===== src/sv/sm3_pkg.sv =====
package sm3_pkg;

   typedef enum logic [1:0] {
      ST_COLLECT,
      ST_COMPRESS,
      ST_FINISH,
      ST_OUTPUT
   } sm3_state_type;

   typedef logic [31:0] sm3_word_type;

   localparam sm3_word_type T_LOW  = 32'h79cc4519;
   localparam sm3_word_type T_HIGH = 32'h7a879d8a;
   // Round 16 uses the second constant rotated left by sixteen.
   localparam sm3_word_type T_HIGH_ROUND16 = {T_HIGH[15:0], T_HIGH[31:16]};

   localparam sm3_word_type IV [8] = '{
      32'h7380166f, 32'h4914b2b9, 32'h172442d7, 32'hda8a0600,
      32'ha96f30bc, 32'h163138aa, 32'he38dee4d, 32'hb0fb0e4e
   };

   localparam int unsigned ROUNDS = 64;
   localparam int unsigned BLOCK_WORDS = 16;

   function automatic sm3_word_type rotl(input sm3_word_type v, input int unsigned n);
      logic [4:0] sh;
      sh = n[4:0];
      if (sh == 5'd0) begin
         return v;
      end
      return (v << sh) | (v >> (6'd32 - {1'b0, sh}));
   endfunction

   function automatic sm3_word_type perm0(input sm3_word_type v);
      return v ^ rotl(v, 9) ^ rotl(v, 17);
   endfunction

   function automatic sm3_word_type perm1(input sm3_word_type v);
      return v ^ rotl(v, 15) ^ rotl(v, 23);
   endfunction

endpackage


===== src/sv/sm3_req_if.sv =====
interface sm3_req_if;
   logic        valid;
   logic        ready;
   logic [31:0] message_word;
   logic        start_of_message;

   modport source (output valid, output message_word, output start_of_message, input ready);
   modport sink (input valid, input message_word, input start_of_message, output ready);
endinterface


===== src/sv/sm3_rsp_if.sv =====
interface sm3_rsp_if;
   logic        valid;
   logic        ready;
   logic [31:0] digest_word;
   logic [2:0]  word_index;
   logic        last_word;

   modport source (output valid, output digest_word, output word_index, output last_word,
                   input ready);
   modport sink (input valid, input digest_word, input word_index, input last_word,
                 output ready);
endinterface


===== src/sv/sm3_block_compression_unit.sv =====
// After the sixteenth word of a block, the rounds run in ST_COMPRESS, the feed-forward in
// ST_FINISH, then the eight chaining words follow, one per cycle while the sink is ready.
// The request side is not ready again until the eighth digest word has been sent, and a
// single round unit runs one SM3 round per cycle with on-the-fly expansion.
// Reset clears the sequencer and word count and loads the chaining value with the SM3 IV.
module sm3_block_compression_unit (
   input logic       clock,
   input logic       reset,
   sm3_req_if.sink   req_ch,
   sm3_rsp_if.source rsp_ch
);

   sm3_pkg::sm3_state_type state_ff, state_in;

   logic [3:0]              word_count_ff, word_count_in;
   logic [5:0]              round_ff, round_in;
   logic [2:0]              out_idx_ff, out_idx_in;
   sm3_pkg::sm3_word_type   tj_ff, tj_in;
   sm3_pkg::sm3_word_type   w_ff [16];
   sm3_pkg::sm3_word_type   w_in [16];
   sm3_pkg::sm3_word_type   r_ff [8];
   sm3_pkg::sm3_word_type   r_in [8];
   sm3_pkg::sm3_word_type   cv_ff [8];
   sm3_pkg::sm3_word_type   cv_in [8];

   logic req_fire;
   logic rsp_fire;
   logic block_full;

   sm3_pkg::sm3_word_type a12, ss1, ss2, ffv, ggv, tt1, tt2, w_next;

   assign req_fire   = req_ch.valid && req_ch.ready;
   assign rsp_fire   = rsp_ch.valid && rsp_ch.ready;
   assign block_full = req_fire && !req_ch.start_of_message && (word_count_ff == 4'd15);

   // Next state.
   always_comb begin
      state_in = state_ff;
      case (state_ff)
         sm3_pkg::ST_COLLECT: begin
            if (block_full) begin
               state_in = sm3_pkg::ST_COMPRESS;
            end
         end
         sm3_pkg::ST_COMPRESS: begin
            if (round_ff == 6'(sm3_pkg::ROUNDS - 1)) begin
               state_in = sm3_pkg::ST_FINISH;
            end
         end
         sm3_pkg::ST_FINISH: begin
            state_in = sm3_pkg::ST_OUTPUT;
         end
         sm3_pkg::ST_OUTPUT: begin
            if (rsp_fire && (out_idx_ff == 3'd7)) begin
               state_in = sm3_pkg::ST_COLLECT;
            end
         end
         default: begin
            state_in = sm3_pkg::ST_COLLECT;
         end
      endcase
   end

   // Handshake outputs.
   always_comb begin
      req_ch.ready = 1'b0;
      rsp_ch.valid = 1'b0;
      case (state_ff)
         sm3_pkg::ST_COLLECT: begin
            req_ch.ready = 1'b1;
         end
         sm3_pkg::ST_OUTPUT: begin
            rsp_ch.valid = 1'b1;
         end
         default: begin
            req_ch.ready = 1'b0;
            rsp_ch.valid = 1'b0;
         end
      endcase
   end

   assign rsp_ch.digest_word = cv_ff[out_idx_ff];
   assign rsp_ch.word_index  = out_idx_ff;
   assign rsp_ch.last_word   = (out_idx_ff == 3'd7);

   // Round function and message expansion.
   always_comb begin
      a12 = sm3_pkg::rotl(r_ff[0], 12);
      ss1 = sm3_pkg::rotl(a12 + r_ff[4] + tj_ff, 7);
      ss2 = ss1 ^ a12;
      if (round_ff[5:4] == 2'b00) begin
         ffv = r_ff[0] ^ r_ff[1] ^ r_ff[2];
         ggv = r_ff[4] ^ r_ff[5] ^ r_ff[6];
      end else begin
         ffv = (r_ff[0] & r_ff[1]) | (r_ff[0] & r_ff[2]) | (r_ff[1] & r_ff[2]);
         ggv = (r_ff[4] & r_ff[5]) | (~r_ff[4] & r_ff[6]);
      end
      tt1 = ffv + r_ff[3] + ss2 + (w_ff[0] ^ w_ff[4]);
      tt2 = ggv + r_ff[7] + ss1 + w_ff[0];
      w_next = sm3_pkg::perm1(w_ff[0] ^ w_ff[7] ^ sm3_pkg::rotl(w_ff[13], 15))
             ^ sm3_pkg::rotl(w_ff[3], 7) ^ w_ff[10];
   end

   // Datapath and counter next values.
   always_comb begin
      word_count_in = word_count_ff;
      round_in      = round_ff;
      out_idx_in    = out_idx_ff;
      tj_in         = tj_ff;
      w_in          = w_ff;
      r_in          = r_ff;
      cv_in         = cv_ff;
      case (state_ff)
         sm3_pkg::ST_COLLECT: begin
            if (req_fire) begin
               for (int i = 0; i < 15; i++) begin
                  w_in[i] = w_ff[i + 1];
               end
               w_in[15] = req_ch.message_word;
               if (req_ch.start_of_message) begin
                  cv_in         = sm3_pkg::IV;
                  word_count_in = 4'd1;
               end else begin
                  word_count_in = word_count_ff + 4'd1;
               end
               r_in     = cv_ff;
               round_in = '0;
               tj_in    = sm3_pkg::T_LOW;
            end
         end
         sm3_pkg::ST_COMPRESS: begin
            for (int i = 0; i < 15; i++) begin
               w_in[i] = w_ff[i + 1];
            end
            w_in[15] = w_next;
            r_in[3]  = r_ff[2];
            r_in[2]  = sm3_pkg::rotl(r_ff[1], 9);
            r_in[1]  = r_ff[0];
            r_in[0]  = tt1;
            r_in[7]  = r_ff[6];
            r_in[6]  = sm3_pkg::rotl(r_ff[5], 19);
            r_in[5]  = r_ff[4];
            r_in[4]  = sm3_pkg::perm0(tt2);
            round_in = round_ff + 6'd1;
            if (round_ff == 6'(sm3_pkg::BLOCK_WORDS - 1)) begin
               tj_in = sm3_pkg::T_HIGH_ROUND16;
            end else begin
               tj_in = sm3_pkg::rotl(tj_ff, 1);
            end
         end
         sm3_pkg::ST_FINISH: begin
            for (int i = 0; i < 8; i++) begin
               cv_in[i] = cv_ff[i] ^ r_ff[i];
            end
            out_idx_in = '0;
         end
         sm3_pkg::ST_OUTPUT: begin
            if (rsp_fire) begin
               out_idx_in = out_idx_ff + 3'd1;
            end
         end
         default: begin
            out_idx_in = out_idx_ff;
         end
      endcase
   end

   always_ff @(posedge clock) begin
      if (reset) begin
         state_ff      <= sm3_pkg::ST_COLLECT;
         word_count_ff <= '0;
         round_ff      <= '0;
         out_idx_ff    <= '0;
         cv_ff         <= sm3_pkg::IV;
      end else begin
         state_ff      <= state_in;
         word_count_ff <= word_count_in;
         round_ff      <= round_in;
         out_idx_ff    <= out_idx_in;
         cv_ff         <= cv_in;
      end
   end

   always_ff @(posedge clock) begin
      tj_ff <= tj_in;
      w_ff  <= w_in;
      r_ff  <= r_in;
   end

endmodule


===== src/flat_wrapper.sv =====
// flat-port wrapper written by rule: the top's interface ports become plain ports
module sm3_block_compression_unit_flat 
  (clock, reset, req_ch_valid, req_ch_message_word, req_ch_start_of_message, req_ch_ready, rsp_ch_valid, rsp_ch_digest_word, rsp_ch_word_index, rsp_ch_last_word, rsp_ch_ready);
  sm3_req_if req_ch_i ();
  sm3_rsp_if rsp_ch_i ();
  input logic clock;
  input logic reset;
  input wire logic [$bits(req_ch_i.valid)-1:0] req_ch_valid;
  input wire logic [$bits(req_ch_i.message_word)-1:0] req_ch_message_word;
  input wire logic [$bits(req_ch_i.start_of_message)-1:0] req_ch_start_of_message;
  output wire logic [$bits(req_ch_i.ready)-1:0] req_ch_ready;
  output wire logic [$bits(rsp_ch_i.valid)-1:0] rsp_ch_valid;
  output wire logic [$bits(rsp_ch_i.digest_word)-1:0] rsp_ch_digest_word;
  output wire logic [$bits(rsp_ch_i.word_index)-1:0] rsp_ch_word_index;
  output wire logic [$bits(rsp_ch_i.last_word)-1:0] rsp_ch_last_word;
  input wire logic [$bits(rsp_ch_i.ready)-1:0] rsp_ch_ready;
  assign req_ch_i.valid = req_ch_valid;
  assign req_ch_i.message_word = req_ch_message_word;
  assign req_ch_i.start_of_message = req_ch_start_of_message;
  assign req_ch_ready = req_ch_i.ready;
  assign rsp_ch_valid = rsp_ch_i.valid;
  assign rsp_ch_digest_word = rsp_ch_i.digest_word;
  assign rsp_ch_word_index = rsp_ch_i.word_index;
  assign rsp_ch_last_word = rsp_ch_i.last_word;
  assign rsp_ch_i.ready = rsp_ch_ready;
  sm3_block_compression_unit u_core (.clock(clock), .reset(reset), .req_ch(req_ch_i), .rsp_ch(rsp_ch_i));
endmodule

===== config.mk =====
export PLATFORM = sky130hd
export DESIGN_NAME = sm3_block_compression_unit_flat
export DESIGN_NICKNAME = d
export VERILOG_FILES = /design/src/sv/sm3_pkg.sv /design/src/sv/sm3_req_if.sv /design/src/sv/sm3_rsp_if.sv /design/src/sv/sm3_block_compression_unit.sv /design/src/flat_wrapper.sv
export SDC_FILE = /design/constraint.sdc
export NUM_CORES = 2
export LEC_CHECK = 0
export BUFFER_PORTS_ARGS = -buffer_cell sky130_fd_sc_hd__buf_2
export CAP_MARGIN = 0
export CORE_UTILIZATION = 40
export DETAILED_ROUTE_END_ITERATION = 16
export PLACE_DENSITY_LB_ADDON = 0.15
export SLEW_MARGIN = 20
export SYNTH_ARGS = -nofsm -noshare
export SYNTH_HDL_FRONTEND = slang
export SYNTH_SLANG_ARGS = --single-unit

===== constraint.sdc =====
create_clock -name clock -period 28.3 [get_ports clock]
set_input_delay 4.245 -clock clock [delete_from_list [all_inputs] [get_ports clock]]
set_output_delay 4.245 -clock clock [all_outputs]
set_load 0.02 [all_outputs]

# After elaboration in Yosys (flattened, before gate mapping)
# Cells that the tools add are included.
# word_totals
regBits	1071
in_bits	37
output_inout_bits	38
word_cells	147
# op_classes
n_addsub	11
magnitude_cmp	1
n_eq_ne	13
mux	26
bitwise_logic	43
reduce_logical	16
# op_table
operator	count
one-hot mux 256 bit (2 select lines)	2
one-hot mux 512 bit (2 select lines)	1
two-way mux 256 bit	3
bitwise XOR 32 bit	22
two-way mux 512 bit	1
adder 32 bit	8
two-way mux 32 bit	6
bitwise AND 32 bit	5
binary-select mux 32 bit (select 3 bit)	1
bitwise OR 32 bit	3
bitwise OR 32 x 15 -> 32 bit	2
bitwise OR 32 x 7 -> 32 bit	2
bitwise OR 32 x 9 -> 32 bit	2
one-hot mux 32 bit (2 select lines)	1
inverter 32 bit	1
bitwise OR 32 x 1 -> 32 bit	1
bitwise OR 32 x 12 -> 32 bit	1
bitwise OR 32 x 17 -> 32 bit	1
bitwise OR 32 x 19 -> 32 bit	1
bitwise OR 32 x 23 -> 32 bit	1
one-hot mux 6 bit (2 select lines)	1
!= test 2 x 1 -> 1 bit, second input constant	5
one-hot mux 2 bit (4 select lines)	1
adder 6 x 1 -> 6 bit, second input constant	1
23 further kinds	37

# Depth between registers and ports, before layout
# depth
word_depth	11
ltp_mapped	30
mapped_depth_nobuf	30

# Least setup slack after synthesis
# No wires, ideal clock.
# synth_timing
path_type	input-to-reg
startpoint	in req_ch_valid
endpoint	reg u_core.round_ff[2]
setup_time_ns	0.069
t_arrival_ns	21.317
required_ns	28.231
setup_slack_ns	6.914
cell_stages	6
path_buffers	0
path_cell_list	nand2_1 -> o21a_1 -> inv_1 -> nand2_1 -> xor2_1 -> nor2_1
# synth_via
elab_chain_cells	3
# synth_lines
element	line_no	text
from (decl)	flat_wrapper.sv:8	input wire logic [$bits(req_ch_i.valid)-1:0] req_ch_valid;
logical AND 1 bit	sm3_block_compression_unit.sv:32	assign req_fire = req_ch.valid && req_ch.ready;
!= test 2 x 1 -> 1 bit (no source line)	-	
AND reduction 2 bit (no source line)	-	
to (signal assigned)	sm3_block_compression_unit.sv:178	round_ff <= round_in;
to (decl)	sm3_block_compression_unit.sv:16	logic [5:0] round_ff, round_in;
# Every way passes these cells.
# A chain may end at the register's enable or synchronous reset.

==> impl_metrics.ini <==
[worst_setup_path]
crit_path_end_kind = register
reg2reg_to = u_core.r_ff[255]
r2r_slack_ns = 19.61
critPathKind = reg2reg
cp_top_family = compound AO/OA/AOI/OAI gates
crit_start = u_core.r_ff[245]
r2r_start = u_core.r_ff[245]
path_buf_inv = 5
arrival_ns = 9.22
slowest_stage = fa_1
ff2ff_path_depth = 30
critical_path_depth = 30
cp_max_fo = 5
cp_data_required_time_ns = 28.83
max_stage_delay_ns = 0.55
cp-start-kind = register
critPathCapture = u_core.r_ff[255]

[drt]
wl_mm = 159.3
drt_iter0_markers = 3254
detail-route-antenna-nets = 0
drc = 0
dr_total_vias = 32400
vias_per_cell = 5.408
first_pass_iters = 5
routedWlPerCell_um = 26.59

[synth]
synth-edff-count = 800
synth_top_area_share_pct = 45.01
yosys.cell_types.count = 84
yosys_warnings = 0
netlist_top_cells_area = edfxtp_1 (45%), dfxtp_1 (10%), fa_1 (7.1%)
yosysMostFrequentCell = edfxtp_1
synth-seq-area-share_pct = 55.17
synth_nets = 4384
synthArstFlopShare_pct = 0
syn_area_mm2 = 0.05338
ys_ff_latch = 1071
syn_inst = 4059
synth_common_cells = edfxtp_1 (800), mux2_2 (305), xnor2_1 (284)
postSynthAreaPerCell_um2 = 13.15
synthFlopType = edfxtp_1
yosysTopAreaCell = edfxtp_1

[cts]
clock_sinks = 1071
cts_made_buffers = 117
cts_max_level = 3
cts_buffer_depth = 3
post_cts_buffers = 0
post_cts_resized = 0
ctsHoldBuffers = 0
tritoncts = built
clkTransAtPathRegs_ns = 0.06
cts-root-buf = clkbuf_16
clock_latency_ns = 0.80

[global_routing]
grt-ovfl-total = 0
grt_max_degree = 172
grt_usage_pct = 23.51
grt_pass1_wl_mm = 227.8
grt_pass1_vias = 31030
antenna_found_initial = 4

[timing]
fin_skew_ns = 0.06353
slew_violations = 0
relSlewSlack_pct = 28.52
fin_crit_sh_pct = 30.70
grt_setup_unrepaired = false
setup_ws_ns = 19.61
period_needed_ns = 8.687
hold_viol = 0
setup_tns_ns = 0
tightestPinTransition_ns = 1.072
finalSetupViolations = 0
fmaxAchievable_mhz = 115.1

[floorplan]
coreArea_mm2 = 0.1320
die_h_um = 367.3
die_w_um = 367.3
placement_rows = 133
die_area_mm2 = 0.1349
initial_core_util_pct = 40.45
ios = 75

[placed_design]
gp_congestion = 0.9372
dp_cells = 5768
placed_area_mm2 = 0.05572
place_ws_ns = 19.74
io_buffers = 74
hpwlAfterDp_mm = 115.5

[finish]
nFillCells = 11870
layout.cells.non_filler = 5991
fin_area_mm2 = 0.05975
areaGrowthSynthToFinish_pct = 11.94
nets = 4457
drive_gt1_share_pct = 16.37

[worst_hold_path]
min_path_type = reg2reg

[run]
max_cap_viol_count = 0

[run_status]
status = completed
stage by stage:
stage / utilization [%] / hold WS [ns]
4_1_cts: 45.27 / 0.3664
2_1_floorplan: - / 0.4003
5_1_grt: 45.27 / 0.3786
6_report: 45.28 / 0.3724
3_5_place_dp: 42.22 / 0.4045
3_3_place_gp: 42.22 / 0.4003
state kept, by name (all words and copies together), names as in the netlist:
register and cells:
u_core.word_count_ff 4, u_core.round_ff 6, u_core.cv_ff 256, u_core.rsp_ch.word_index 3, u_core.w_ff 512, u_core.state_ff 2, u_core.r_ff 256, u_core.tj_ff 32
cells in the final DEF, fill, tap and decap left out, types with 8 or more instances in the layout:
cell / synthesis / layout
a211oi_1: 13 / 13
a21o_1: 38 / 38
a21oi_1: 214 / 214
a31oi_1: 20 / 19
and3_1: 137 / 137
buf_2: 3 / 74
buf_4: 0 / 28
bufinv_16: 0 / 13
clkbuf_1: 127 / 27
clkbuf_16: 0 / 117
clkbuf_8: 0 / 12
clkinv_1: 0 / 18
clkinv_2: 0 / 17
dfxtp_1: 271 / 268
edfxtp_1: 800 / 800
fa_1: 188 / 188
ha_1: 100 / 99
inv_1: 197 / 196
mux2_2: 305 / 305
mux2i_1: 48 / 48
mux4_2: 64 / 64
nand2_1: 240 / 240
nand3_1: 24 / 24
nand3b_1: 22 / 22
nor2_1: 268 / 267
nor2b_1: 8 / 8
nor3_1: 30 / 30
o211ai_1: 25 / 25
o21a_1: 14 / 14
o21ai_0: 169 / 169
o21bai_1: 8 / 8
or3_1: 13 / 13
xnor2_1: 284 / 284
xor2_1: 282 / 282
routing by layer:
| layer | global-route usage [%] | share of wire (%) | vias to the layer above | wire length, um |
|---|---|---|---|---|
| met5 | 0 | 0.0088 | - | 14 |
| met2 | 34.49 | 43 | 993 | 69090 |
| met3 | 4.018 | 6.1 | 185 | 9740 |
| met1 | 35.36 | 47 | 16560 | 75580 |
| li1 | - | - | 14660 | - |
| met4 | 7.043 | 3.1 | 2 | 4884 |
kinds of logic (layout without fill, tap and decap cells):
family | count (synthesis) | in the layout | synth area share [%]
fa+ha+maj | 288 | 288 | 9.395
xor+xnor | 572 | 572 | 9.519
flops | 1071 | 1071 | 55.17
compound gates | 580 | 580 | 6.624
buf+inv | 349 | 523 | 2.475
simple gates | 780 | 780 | 6.725
mux | 419 | 419 | 10.09
other cells | 0 | 3 | 0
worst min path at each step:
stage	startpoint	cells after the start	slack, ns	end
3_5_place_dp	u_core.w_ff[103]	0	0.40	u_core.w_ff[135]
2_1_floorplan	u_core.w_ff[96]	0	0.40	u_core.w_ff[128]
5_1_grt	u_core.w_ff[332]	0	0.38	u_core.w_ff[364]
6_report	u_core.w_ff[136]	0	0.37	u_core.w_ff[168]
3_3_place_gp	u_core.w_ff[455]	0	0.40	u_core.w_ff[487]
4_1_cts	u_core.w_ff[136]	0	0.37	u_core.w_ff[168]
cell type report:
class,instances,area (um2),area share (%)
inverter,197,747.0,1.250
timing repair buffer,106,660.6,1.106
tap,1755,2196,3.675
clock buffer,156,3194,5.346
clock inverter,64,827.0,1.384
sequential,1071,29460,49.30
multi-input combinational,2639,22660,37.93
antenna,3,7.507,0.01256
Power is left out: the tool's default activity adds up to more than one toggle a clock period on the data nets, which glitch-free logic cannot reach.
